### config.mk
export PLATFORM = sky130hd
export DESIGN_NAME = parabolic_minimum_interpolator
export DESIGN_NICKNAME = d
export VERILOG_FILES = /design/src/rtl/pmi_pkg.sv /design/src/rtl/parabolic_minimum_interpolator.sv /design/src/rtl/pmi_tracker.sv /design/src/rtl/pmi_divider.sv
export SDC_FILE = /design/constraint.sdc
export NUM_CORES = 2
export LEC_CHECK = 0
export BUFFER_PORTS_ARGS = -buffer_cell sky130_fd_sc_hd__clkbuf_2
export CORE_UTILIZATION = 65
export CTS_CLUSTER_DIAMETER = 30
export DETAILED_ROUTE_END_ITERATION = 6
export PLACE_DENSITY = 0.82
export SLEW_MARGIN = 15
export SYNTH_ARGS = -nofsm -noshare
export SYNTH_HDL_FRONTEND = slang
export SYNTH_SLANG_ARGS = --single-unit
### constraint.sdc
create_clock -name aclk -period 17.9 [get_ports aclk]
set_clock_uncertainty 0.1 [all_clocks]
set_input_delay 3.58 -clock aclk [delete_from_list [all_inputs] [get_ports aclk]]
set_output_delay 3.58 -clock aclk [all_outputs]
set_load 0.03 [all_outputs]
### src/rtl/pmi_pkg.sv
package pmi_pkg;

    localparam int MAX_SAMPLES_DEF = 65536;

    localparam int SMP_W     = 32;
    localparam int CFG_W     = 32;
    localparam int CFG_IDX_W = 1;
    localparam int FV_W      = 40;
    localparam int ZP_W      = 32;
    localparam int IDX_OUT_W = 16;

    localparam int FN_W   = 34;
    localparam int Q_W    = 17;
    localparam int FRAC_Z = 16;
    localparam int FRAC_F = 10;
    localparam int FV_FRAC = 8;

    localparam int DIV_NUM_W = 50;
    localparam int DIV_DEN_W = FN_W;

    localparam logic [CFG_IDX_W-1:0] REG_Z_START = 1'd0;
    localparam logic [CFG_IDX_W-1:0] REG_Z_STEP  = 1'd1;

    typedef struct packed {
        logic signed [SMP_W-1:0] prev_val;
        logic signed [SMP_W-1:0] min_val;
        logic signed [SMP_W-1:0] next_val;
    } pmi_pts_t;

    typedef enum logic [3:0] {
        ST_IDLE,
        ST_PREP,
        ST_BASE,
        ST_DIV,
        ST_QSIGN,
        ST_MUL_Q,
        ST_ZRND,
        ST_FRND,
        ST_FADD,
        ST_DONE
    } pmi_state_t;

endpackage

### src/rtl/parabolic_minimum_interpolator.sv
// Finds the minimum of a stream of equally spaced samples and refines it with a
// three-point parabola fit. Samples are taken one per cycle until the item marked
// last; the block then drops s_ready while it computes the result: prep, base and
// done when the minimum lies at an end of the array; when the fit is used, also the
// bit-serial divider for the vertex offset and passes through one shared multiplier
// and rounding adder. The result waits in an output register, so the next array may
// stream in before it is taken. The user must write z_start and z_step through the
// cfg port while no array is in progress; the block does not enforce it.
module parabolic_minimum_interpolator
    import pmi_pkg::*;
#(
    parameter int MAX_SAMPLES = MAX_SAMPLES_DEF
) (
    input  logic                    aclk,
    input  logic                    aresetn,

    input  logic                    s_valid,
    output logic                    s_ready,
    input  logic signed [SMP_W-1:0] s_sample,
    input  logic                    s_last,

    output logic                    m_valid,
    input  logic                    m_ready,
    output logic signed [FV_W-1:0]  m_fmin_value,
    output logic signed [ZP_W-1:0]  m_zmin_pos,
    output logic [IDX_OUT_W-1:0]    m_min_index,
    output logic                    m_interpolated,

    input  logic                    cfg_valid,
    output logic                    cfg_ready,
    input  logic [CFG_IDX_W-1:0]    cfg_index,
    input  logic [CFG_W-1:0]        cfg_data
);

    localparam int IDX_W = (MAX_SAMPLES > 1) ? $clog2(MAX_SAMPLES) : 1;
    localparam int MA_W  = (IDX_W + 1 > Q_W) ? IDX_W + 1 : Q_W;
    localparam int PW    = MA_W + FN_W;
    localparam int AW    = PW + 2;
    localparam int MI_W  = (IDX_W > IDX_OUT_W) ? IDX_W : IDX_OUT_W;

    localparam logic signed [PW:0] HALF_Z = (PW+1)'(2 ** (FRAC_Z - 1));
    localparam logic signed [PW:0] HALF_F = (PW+1)'(2 ** (FRAC_F - 1));
    localparam logic signed [AW-1:0] ZP_MAX = AW'(64'sh7FFF_FFFF);
    localparam logic signed [AW-1:0] ZP_MIN = AW'(-64'sh8000_0000);
    localparam logic signed [AW-1:0] FV_MAX = AW'(64'sh7F_FFFF_FFFF);
    localparam logic signed [AW-1:0] FV_MIN = AW'(-64'sh80_0000_0000);

    pmi_state_t state_reg, state_next;

    logic signed [CFG_W-1:0] z_start_reg, z_step_reg;

    logic signed [FN_W-1:0] n_reg, n_next;
    logic signed [FN_W-1:0] d_reg, d_next;
    logic signed [PW-1:0]   prod_reg, prod_next;
    logic signed [PW-1:0]   rnd_reg, rnd_next;
    logic signed [AW-1:0]   zp_reg, zp_next;
    logic signed [AW-1:0]   fv_reg, fv_next;
    logic signed [Q_W-1:0]  q_reg, q_next;
    logic                   interp_reg, interp_next;

    logic                   m_valid_reg, m_valid_next;
    logic signed [FV_W-1:0] fv_out_reg, fv_out_next;
    logic signed [ZP_W-1:0] zp_out_reg, zp_out_next;
    logic [IDX_OUT_W-1:0]   idx_out_reg, idx_out_next;
    logic                   interp_out_reg, interp_out_next;

    pmi_pts_t         pts;
    logic [IDX_W-1:0] min_idx;
    logic             trk_interp;
    logic             trk_clear;
    logic             s_accept;

    logic                 div_start;
    logic                 div_done;
    logic [Q_W-1:0]       div_quo;
    logic [FN_W-2:0]      n_abs;
    logic [DIV_NUM_W-1:0] div_num;
    logic [DIV_DEN_W-1:0] div_den;

    logic signed [MA_W-1:0] mul_a;
    logic signed [FN_W-1:0] mul_b;
    logic signed [PW-1:0]   mul_p;
    logic signed [PW:0]     rnd_ext;
    logic signed [PW:0]     rnd_bias;
    logic signed [PW:0]     rnd_sum;
    logic [MI_W-1:0]        idx_ext;

    assign s_ready   = (state_reg == ST_IDLE);
    assign s_accept  = s_valid && s_ready;
    assign cfg_ready = 1'b1;

    pmi_tracker #(
        .MAX_SAMPLES (MAX_SAMPLES),
        .IDX_W       (IDX_W)
    ) u_tracker (
        .aclk    (aclk),
        .aresetn (aresetn),
        .accept  (s_accept),
        .sample  (s_sample),
        .clear   (trk_clear),
        .pts     (pts),
        .min_idx (min_idx),
        .interp  (trk_interp)
    );

    assign n_abs   = n_reg[FN_W-1] ? (FN_W-1)'(-n_reg) : n_reg[FN_W-2:0];
    assign div_num = DIV_NUM_W'({n_abs, {FRAC_Z{1'b0}}}) + DIV_NUM_W'(d_reg[FN_W-2:0]);
    assign div_den = {d_reg[FN_W-2:0], 1'b0};

    pmi_divider u_divider (
        .aclk    (aclk),
        .aresetn (aresetn),
        .start   (div_start),
        .num     (div_num),
        .den     (div_den),
        .done    (div_done),
        .quo     (div_quo)
    );

    // shared multiplier and round-to-nearest (ties away from zero)
    always_comb begin
        case (state_reg)
            ST_PREP: begin
                mul_a = MA_W'(min_idx);
                mul_b = FN_W'(z_step_reg);
            end
            ST_ZRND: begin
                mul_a = MA_W'(q_reg);
                mul_b = n_reg;
            end
            default: begin
                mul_a = MA_W'(q_reg);
                mul_b = FN_W'(z_step_reg);
            end
        endcase
        mul_p   = mul_a * mul_b;
        rnd_ext = (PW+1)'(prod_reg);
        if (state_reg == ST_ZRND) begin
            rnd_bias = prod_reg[PW-1] ? HALF_Z - (PW+1)'(1) : HALF_Z;
        end else begin
            rnd_bias = prod_reg[PW-1] ? HALF_F - (PW+1)'(1) : HALF_F;
        end
        rnd_sum = rnd_ext + rnd_bias;
        idx_ext = MI_W'(min_idx);
    end

    always_comb begin
        state_next      = state_reg;
        n_next          = n_reg;
        d_next          = d_reg;
        prod_next       = prod_reg;
        rnd_next        = rnd_reg;
        zp_next         = zp_reg;
        fv_next         = fv_reg;
        q_next          = q_reg;
        interp_next     = interp_reg;
        div_start       = 1'b0;
        trk_clear       = 1'b0;
        m_valid_next    = m_valid_reg && !m_ready;
        fv_out_next     = fv_out_reg;
        zp_out_next     = zp_out_reg;
        idx_out_next    = idx_out_reg;
        interp_out_next = interp_out_reg;
        case (state_reg)
            ST_IDLE: begin
                if (s_accept && s_last) begin
                    state_next = ST_PREP;
                end
            end
            ST_PREP: begin
                n_next      = FN_W'(pts.prev_val) - FN_W'(pts.next_val);
                d_next      = FN_W'(pts.prev_val) - (FN_W'(pts.min_val) <<< 1)
                            + FN_W'(pts.next_val);
                prod_next   = mul_p;
                interp_next = trk_interp;
                state_next  = ST_BASE;
            end
            ST_BASE: begin
                zp_next   = AW'(z_start_reg) + AW'(prod_reg);
                fv_next   = AW'(pts.min_val) <<< FV_FRAC;
                div_start = interp_reg;
                state_next = interp_reg ? ST_DIV : ST_DONE;
            end
            ST_DIV: begin
                if (div_done) begin
                    state_next = ST_QSIGN;
                end
            end
            ST_QSIGN: begin
                q_next     = n_reg[FN_W-1] ? -signed'(div_quo) : signed'(div_quo);
                state_next = ST_MUL_Q;
            end
            ST_MUL_Q: begin
                prod_next  = mul_p;
                state_next = ST_ZRND;
            end
            ST_ZRND: begin
                rnd_next   = PW'(rnd_sum >>> FRAC_Z);
                prod_next  = mul_p;
                state_next = ST_FRND;
            end
            ST_FRND: begin
                zp_next    = zp_reg + AW'(rnd_reg);
                rnd_next   = PW'(rnd_sum >>> FRAC_F);
                state_next = ST_FADD;
            end
            ST_FADD: begin
                fv_next    = fv_reg - AW'(rnd_reg);
                state_next = ST_DONE;
            end
            ST_DONE: begin
                if (!m_valid_reg || m_ready) begin
                    m_valid_next = 1'b1;
                    if (fv_reg > FV_MAX) begin
                        fv_out_next = FV_MAX[FV_W-1:0];
                    end else if (fv_reg < FV_MIN) begin
                        fv_out_next = FV_MIN[FV_W-1:0];
                    end else begin
                        fv_out_next = fv_reg[FV_W-1:0];
                    end
                    if (zp_reg > ZP_MAX) begin
                        zp_out_next = ZP_MAX[ZP_W-1:0];
                    end else if (zp_reg < ZP_MIN) begin
                        zp_out_next = ZP_MIN[ZP_W-1:0];
                    end else begin
                        zp_out_next = zp_reg[ZP_W-1:0];
                    end
                    idx_out_next    = idx_ext[IDX_OUT_W-1:0];
                    interp_out_next = interp_reg;
                    trk_clear       = 1'b1;
                    state_next      = ST_IDLE;
                end
            end
            default: begin
                state_next = ST_IDLE;
            end
        endcase
    end

    always_ff @(posedge aclk) begin
        if (!aresetn) begin
            state_reg   <= ST_IDLE;
            m_valid_reg <= 1'b0;
            interp_reg  <= 1'b0;
        end else begin
            state_reg   <= state_next;
            m_valid_reg <= m_valid_next;
            interp_reg  <= interp_next;
        end
    end

    always_ff @(posedge aclk) begin
        if (!aresetn) begin
            z_start_reg <= '0;
            z_step_reg  <= CFG_W'(65536);
        end else if (cfg_valid && cfg_ready) begin
            case (cfg_index)
                REG_Z_START: z_start_reg <= cfg_data;
                REG_Z_STEP:  z_step_reg  <= cfg_data;
                default: begin
                end
            endcase
        end
    end

    always_ff @(posedge aclk) begin
        n_reg          <= n_next;
        d_reg          <= d_next;
        prod_reg       <= prod_next;
        rnd_reg        <= rnd_next;
        zp_reg         <= zp_next;
        fv_reg         <= fv_next;
        q_reg          <= q_next;
        fv_out_reg     <= fv_out_next;
        zp_out_reg     <= zp_out_next;
        idx_out_reg    <= idx_out_next;
        interp_out_reg <= interp_out_next;
    end

    assign m_valid        = m_valid_reg;
    assign m_fmin_value   = fv_out_reg;
    assign m_zmin_pos     = zp_out_reg;
    assign m_min_index    = idx_out_reg;
    assign m_interpolated = interp_out_reg;

    a_result_from_done: assert property (@(posedge aclk) disable iff (!aresetn)
        $rose(m_valid) |-> $past(state_reg) == ST_DONE)
        else $error("result raised outside the done state");

    a_last_starts_calc: assert property (@(posedge aclk) disable iff (!aresetn)
        s_valid && s_ready && s_last |=> state_reg == ST_PREP)
        else $error("last item did not start the calculation");

    a_div_to_qsign: assert property (@(posedge aclk) disable iff (!aresetn)
        state_reg == ST_QSIGN |-> $past(state_reg) == ST_DIV && $past(div_done))
        else $error("quotient used before the divider finished");

    a_div_only_fit: assert property (@(posedge aclk) disable iff (!aresetn)
        state_reg == ST_DIV |-> interp_reg)
        else $error("divider run for an end-point minimum");

endmodule

### src/rtl/pmi_tracker.sv
module pmi_tracker
    import pmi_pkg::*;
#(
    parameter int MAX_SAMPLES = MAX_SAMPLES_DEF,
    parameter int IDX_W       = (MAX_SAMPLES > 1) ? $clog2(MAX_SAMPLES) : 1
) (
    input  logic                    aclk,
    input  logic                    aresetn,
    input  logic                    accept,
    input  logic signed [SMP_W-1:0] sample,
    input  logic                    clear,
    output pmi_pts_t                pts,
    output logic [IDX_W-1:0]        min_idx,
    output logic                    interp
);

    localparam int CNT_W = $clog2(MAX_SAMPLES + 1);

    logic signed [SMP_W-1:0] min_reg, min_next;
    logic signed [SMP_W-1:0] prev_min_reg, prev_min_next;
    logic signed [SMP_W-1:0] next_min_reg, next_min_next;
    logic signed [SMP_W-1:0] last_smp_reg, last_smp_next;
    logic [IDX_W-1:0]        idx_reg, idx_next;
    logic [CNT_W-1:0]        cnt_reg, cnt_next;
    logic                    await_reg, await_next;

    always_comb begin
        min_next      = min_reg;
        prev_min_next = prev_min_reg;
        next_min_next = next_min_reg;
        last_smp_next = last_smp_reg;
        idx_next      = idx_reg;
        cnt_next      = cnt_reg;
        await_next    = await_reg;
        if (clear) begin
            min_next      = '0;
            prev_min_next = '0;
            next_min_next = '0;
            last_smp_next = '0;
            idx_next      = '0;
            cnt_next      = '0;
            await_next    = 1'b0;
        end else if (accept && (cnt_reg < CNT_W'(MAX_SAMPLES))) begin
            if ((cnt_reg == '0) || (sample < min_reg)) begin
                min_next      = sample;
                idx_next      = IDX_W'(cnt_reg);
                prev_min_next = last_smp_reg;
                await_next    = 1'b1;
            end else if (await_reg) begin
                next_min_next = sample;
                await_next    = 1'b0;
            end
            last_smp_next = sample;
            cnt_next      = cnt_reg + CNT_W'(1);
        end
    end

    always_ff @(posedge aclk) begin
        if (!aresetn) begin
            min_reg      <= '0;
            prev_min_reg <= '0;
            next_min_reg <= '0;
            last_smp_reg <= '0;
            idx_reg      <= '0;
            cnt_reg      <= '0;
            await_reg    <= 1'b0;
        end else begin
            min_reg      <= min_next;
            prev_min_reg <= prev_min_next;
            next_min_reg <= next_min_next;
            last_smp_reg <= last_smp_next;
            idx_reg      <= idx_next;
            cnt_reg      <= cnt_next;
            await_reg    <= await_next;
        end
    end

    assign pts.prev_val = prev_min_reg;
    assign pts.min_val  = min_reg;
    assign pts.next_val = next_min_reg;
    assign min_idx      = idx_reg;
    assign interp       = (idx_reg != '0) && (CNT_W'(idx_reg) != (cnt_reg - CNT_W'(1)));

endmodule

### src/rtl/pmi_divider.sv
module pmi_divider
    import pmi_pkg::*;
(
    input  logic                 aclk,
    input  logic                 aresetn,
    input  logic                 start,
    input  logic [DIV_NUM_W-1:0] num,
    input  logic [DIV_DEN_W-1:0] den,
    output logic                 done,
    output logic [Q_W-1:0]       quo
);

    localparam int CNT_W = $clog2(Q_W);

    logic [DIV_DEN_W-1:0] rem_reg, rem_next;
    logic [Q_W-1:0]       sh_reg, sh_next;
    logic [Q_W-1:0]       quo_reg, quo_next;
    logic [CNT_W-1:0]     cnt_reg, cnt_next;
    logic                 busy_reg, busy_next;
    logic [DIV_DEN_W:0]   trial;
    logic                 qbit;

    always_comb begin
        rem_next  = rem_reg;
        sh_next   = sh_reg;
        quo_next  = quo_reg;
        cnt_next  = cnt_reg;
        busy_next = busy_reg;
        trial     = {rem_reg, sh_reg[Q_W-1]};
        qbit      = trial >= {1'b0, den};
        if (start) begin
            rem_next  = DIV_DEN_W'(num[DIV_NUM_W-1:Q_W]);
            sh_next   = num[Q_W-1:0];
            quo_next  = '0;
            cnt_next  = '0;
            busy_next = 1'b1;
        end else if (busy_reg) begin
            rem_next = qbit ? DIV_DEN_W'(trial - {1'b0, den}) : trial[DIV_DEN_W-1:0];
            sh_next  = {sh_reg[Q_W-2:0], 1'b0};
            quo_next = {quo_reg[Q_W-2:0], qbit};
            cnt_next = cnt_reg + CNT_W'(1);
            if (cnt_reg == CNT_W'(Q_W - 1)) begin
                busy_next = 1'b0;
            end
        end
    end

    always_ff @(posedge aclk) begin
        if (!aresetn) begin
            busy_reg <= 1'b0;
            cnt_reg  <= '0;
        end else begin
            busy_reg <= busy_next;
            cnt_reg  <= cnt_next;
        end
    end

    always_ff @(posedge aclk) begin
        rem_reg <= rem_next;
        sh_reg  <= sh_next;
        quo_reg <= quo_next;
    end

    assign done = busy_reg && (cnt_reg == CNT_W'(Q_W - 1));
    assign quo  = quo_reg;

endmodule

* Yosys cells after proc, flatten, opt, wreduce, memory -nomap -nowiden *
Cells that the tools add are included.

operators by class
  add/subtract/negate cells = 14
  multipliers = 1
  magnitude comparators = 7
  eq/ne operators = 14
  multiplexer cells = 31
  bitwise logic cells = 3
  reduce and logical (&&, ||, !) cells = 26

operators with widths
  kind                    number
  $pmux W53 S2            2
  $pmux W51 S2            1
  $mux W33                3
  $mux W17                4
  $mux W34                2
  $add A53 B51 Y53        1
  $gt A53 B32 Y1 const B  1
  $gt A53 B40 Y1 const B  1
  $lt A53 B32 Y1 const B  1
  $lt A53 B40 Y1 const B  1
  $sub A53 B51 Y53        1
  $add A32 B51 Y52        1
  $add A51 B17 Y52        1
  $mul A17 B34 Y51        1
  $add A49 B33 Y50        1
  $mux W40                1
  $pmux W4 S10            1
  $ge A35 B34 Y1          1
  $sub A34 B34 Y34        1
  $add A33 B32 Y33        1
  $neg A33 Y33            1
  $sub A32 B32 Y33        1
  $sub A32 B33 Y33        1
  $lt A32 B32 Y1          1
  30 further kinds        65

word-level totals
  register bits after elaboration = 686
  output and inout bits = 92
  word-level logic and storage cells = 125

* Logic depth before layout (Yosys ltp) *
  word-level depth = 5
  gate-level depth with buffers = 33
  gate-level depth less buffers = 30

* Hierarchy *
A second synthesis with hierarchy kept.

second synthesis, totals
  cell total of the unflattened synthesis = 7223
  area, all modules = 64893.5 µm²

by module, submodules not included
  module                          times used  cells an instance  area an instance (µm²)  sequential area each (µm²)
  parabolic_minimum_interpolator  1           5743               51843.5                 12512.0
  pmi_tracker                     1           905                7494.7                  3243.1
  pmi_divider                     1           575                5555.3                  1981.9

* Worst setup path after synthesis *
OpenSTA, ideal clock, no wires.

  path kind = register to register
  start = register state_reg[1]
  end = register prod_reg[43] (data pin)
  library setup time = 0.265 ns
  data arrival time = 9.969 ns
  required time = 17.535 ns
  path slack = 7.566 ns
  stages on the path, launching flop included = 32
  buffers on the path = 4
  period minus slack after synthesis = 10.334 ns
  cell sequence = dfxtp_1 -> clkbuf_1 -> inv_1 -> nand2_1 -> nor3_1 -> clkbuf_1 -> buf_1 -> mux2i_1 -> nor2_1 -> fa_1 -> inv_1 -> fa_1 -> inv_1 -> fa_1 -> fa_1 -> fa_1 -> inv_1 -> fa_1 -> inv_1 -> ha_1 -> clkbuf_1 -> a21oi_1 -> o21ai_0 -> a41o_1 -> a21o_1 -> o311ai_0 -> a21oi_1 -> a311o_1 -> or3_1 -> nand2_1 -> o21ai_0 -> xor2_1

on the way
  longest elaborated chain between the ends = 3
  elaborated cells on any way between the ends = 5

ends and longest elaborated chain
  what                                          RTL line                               RTL
  start: declaration                            parabolic_minimum_interpolator.sv:48   pmi_state_t state_reg, state_next;
  start signal: assignment                      parabolic_minimum_interpolator.sv:246  state_reg <= state_next;
  $eq A4 B1 Y1 or $eq A4 B3 Y1 (tied branches)  parabolic_minimum_interpolator.sv:122  case (state_reg)
  $mux W17 or $mux W34 (tied branches)          parabolic_minimum_interpolator.sv:122
  $mul A17 B34 Y51 (*)                          parabolic_minimum_interpolator.sv:136  mul_p = mul_a * mul_b;
  via mul_p[43]                                 parabolic_minimum_interpolator.sv:82   logic signed [PW-1:0] mul_p;
  end signal: assignment                        parabolic_minimum_interpolator.sv:269  prod_reg <= prod_next;
  end: declaration                              parabolic_minimum_interpolator.sv:54   logic signed [PW-1:0] prod_reg, prod_next;

Mark *: on every way through the listed nets, which the timed path passes. The rest lies on a longest branch.
A chain may end at the register's enable or synchronous reset.

* Worst setup path after layout *
  start = register state_reg[1]
  end = register prod_reg[35] (data pin)

The elaborated chain is that of the path after synthesis.

==> flow_metrics.env <==
export IMPL_start_util_pct=65.7
export IMPL_p_leak_nw=32.0
export IMPL_drc=48
export IMPL_clk_pin_slew_worst_paths_ps=50
export IMPL_cts_tree="done"
export IMPL_gp_congestion=1.03
export IMPL_tns_ps=0
export IMPL_tightest_slew_ps=1180
export IMPL_rsz0062_at_grt="false"
export IMPL_yosysTopAreaCellShare_pct=19.8
export IMPL_synth_top_flop_cell="edfxtp_1"
export IMPL_drt_first_iter_violations=5672
export IMPL_setup_viol=0
export IMPL_post_dp_cell_area_um2=65600
export IMPL_finalNetCount=8198
export IMPL_hold_path_class="flip-flop to flip-flop"
export IMPL_ys_types=88
export IMPL_ys_seq_area_share_pct=27.9
export IMPL_port_buffers=161
export IMPL_worstPathMaxFanout=50
export IMPL_std_cell_rows=114
export IMPL_yosysWarnings=0
export IMPL_critPathKind="flip-flop to flip-flop"
export IMPL_cts_hold_buf=0
export IMPL_stdcell_area_um2=70600
export IMPL_cap_viol_max_count=0
export IMPL_drtAntennaViolNets=0
export IMPL_fill_cells=7033
export IMPL_cts_htree_levels=4
export IMPL_relSlewSlack_pct=19.3
export IMPL_wl_per_cell_um=22.8
export IMPL_ir_worst_vdd_uv=97.4
export IMPL_crit_arrival_ps=10660
export IMPL_dr_pass1_iters=7
export IMPL_whs_path_depth=2
export IMPL_antenna_found_initial=4
export IMPL_cts_root_buf="clkbuf_16"
export IMPL_finalMaxSlewViolations=0
export IMPL_cts_buffers=139
export IMPL_grtUsageTotal_pct=39.5
export IMPL_diodes=0
export IMPL_wl_mm=194
export IMPL_grt_pass1_wl_mm=298
export IMPL_synth_area_leader_cell="edfxtp_1"
export IMPL_clockBufferDepth=3
export IMPL_grt_max_degree=100
export IMPL_cts_sinks=676
export IMPL_period_share_pct=57.4
export IMPL_post_cts_buffers=0
export IMPL_synth_seq_cells=676
export IMPL_die_height_um=315
export IMPL_viasPerCell=6.22
export IMPL_finalHoldViolations=0
export IMPL_chipWidth_um=315
export IMPL_area_growth_pct=10.9
export IMPL_p_total_w=0.00853
export IMPL_synth_edff_count=420
export IMPL_place_hpwl_mm=150
export IMPL_avgSynthCellArea_um2=9.05
export IMPL_layout_drive_gt1_share_pct=8.05
export IMPL_crit_required_ps=18290
export IMPL_fin_crit_ps=10270
export IMPL_synth_area_um2=63600
export IMPL_synth_nets=8122
export IMPL_finalCoreUtilization_pct=72.9
export IMPL_async_flop_share_pct=0
export IMPL_ff2ff_path_depth=26
export IMPL_clock_fmax_mhz=97.4
export IMPL_worst_setup_path_end_kind="flip-flop"
export IMPL_io_pins=163
export IMPL_crit_path_start_kind="flip-flop"
export IMPL_grt_ovfl_total=0
export IMPL_power_density_nw_per_um2=121
export IMPL_vias=52900
export IMPL_violations="DRC"
export IMPL_dieArea_um2=99100
export IMPL_ctsResizeCount=0
export IMPL_status="finished with violations"
export IMPL_synth_area_leaders="edfxtp_1 20%, fa_1 18%, ha_1 8.7%, dfxtp_1 8.1%, inv_1 5.4%"
export IMPL_first_global_vias=52400
export IMPL_coreArea_um2=96900
export IMPL_clk_latency_ps=770
export IMPL_netlist_instances=7032
## through the flow
step,cells,worst slack (ps),hold slack [ps]
floorplan,7032,7570,306
global placement,8242,8040,341
detailed placement,8242,7860,346
CTS,8501,7800,353
global route,8502,7120,368
finish,8502,7630,353
## cell families (layout without fill, tap and decap cells)
kind of cell             count (synthesis)  count (layout)  share of synthesized area [%]
other                                    1               1                        0.00590
AO/OA/AOI/OAI                         1382            1382                           14.0
adder cells (fa/ha/maj)               1019            1019                           26.9
buffers and inverters                 1189            1383                           7.04
AND/OR/NAND/NOR                       2084            2084                           14.3
flip-flops                             676             676                           27.9
multiplexers                           264             264                           4.24
XOR/XNOR                               417             417                           5.74
## cells in the final DEF (no fill, tap or decap), drive strengths merged, types with 46 or more instances in the layout
cell    synthesis  routed
o21a           46      46
inv           907     931
a21boi         84      84
xor2          154     154
nor2          680     680
nand2b         65      65
xnor2         263     263
a21o          247     247
nand4          65      65
dfxtp         256     256
mux2i         219     219
and3           58      58
buf            24      56
ha            441     441
o21ai         283     283
nor3           68      68
clkinv          0      50
a21oi         387     387
clkbuf        258     314
edfxtp        420     420
nand2         874     874
nand3          94      94
fa            578     578
## final cells by class
cell class,instances,area [um^2],share of cell area (%)
timing repair buffer,217,1250,1.77
tap,1276,1600,2.26
clock buffer,153,3670,5.20
sequential,676,17700,25.1
multi-input combinational,5167,41600,59.0
clock inverter,106,1290,1.83
inverter,907,3410,4.83
## layer usage
metal | GRT usage (%) | share of wire, %
met1 | 51.3 | 39
met2 | 61.0 | 44
met3 | 8.84 | 10
met4 | 22.7 | 6.4
met5 | 0 | 0.014
## worst max-delay path: stages (launching register included)
cell      delay, ps
dfxtp_1         520
inv_1           190
nor2_1          300
nand2_1         180
nor2_4          530
buf_4           720
mux2i_1         900
nor2_1          150
fa_1            570
inv_1            60
fa_1            560
fa_1            430
fa_1            500
inv_1            60
fa_1            500
fa_1            490
ha_1            380
nand2_1          90
nor2_1           50
a211oi_1        340
a31oi_1         250
a311oi_1        540
o21ai_0         300
a211oi_1        600
o21ai_0         270
a211oi_1        320
xnor2_1          90
## worst paths after layout
kind / from / endpoint / slack [ps]
setup / recovery: state_reg[1] / prod_reg[35] / 7630
hold / removal: u_tracker.await_reg / u_tracker.await_reg / 350
setup reg to reg: state_reg[1] / prod_reg[35] / 7630
hold reg to reg: u_tracker.await_reg / u_tracker.await_reg / 350
## cells in the mapped netlist, drive strengths merged (22+ instances only)
cell,n
xor2,154
nand3,94
nor2b,45
o21ai,283
inv,907
o21a,46
nor4,28
nor3,68
a21o,247
nand2,874
o21bai,44
xnor2,263
edfxtp,420
fa,578
o31ai,35
or3,22
a21boi,84
ha,441
nand4,65
mux2i,219
a31oi,36
a211oi,45
a21oi,387
and3,58
nand2b,65
buf,24
dfxtp,256
clkbuf,258
mux2,45
o211ai,31
nor2,680
## power by group
group / total [W] / leakage (nW) / internal, W / switching, W
clock network: 0.00268 / 2.36 / 0.00172 / 0.000958
registers: 0.00219 / 5.90 / 0.00196 / 0.000228
logic: 0.00366 / 23.8 / 0.00141 / 0.00225
total: 0.00853 / 32.0 / 0.00509 / 0.00344
No activity file was read; power rests on OpenSTA's default activity.
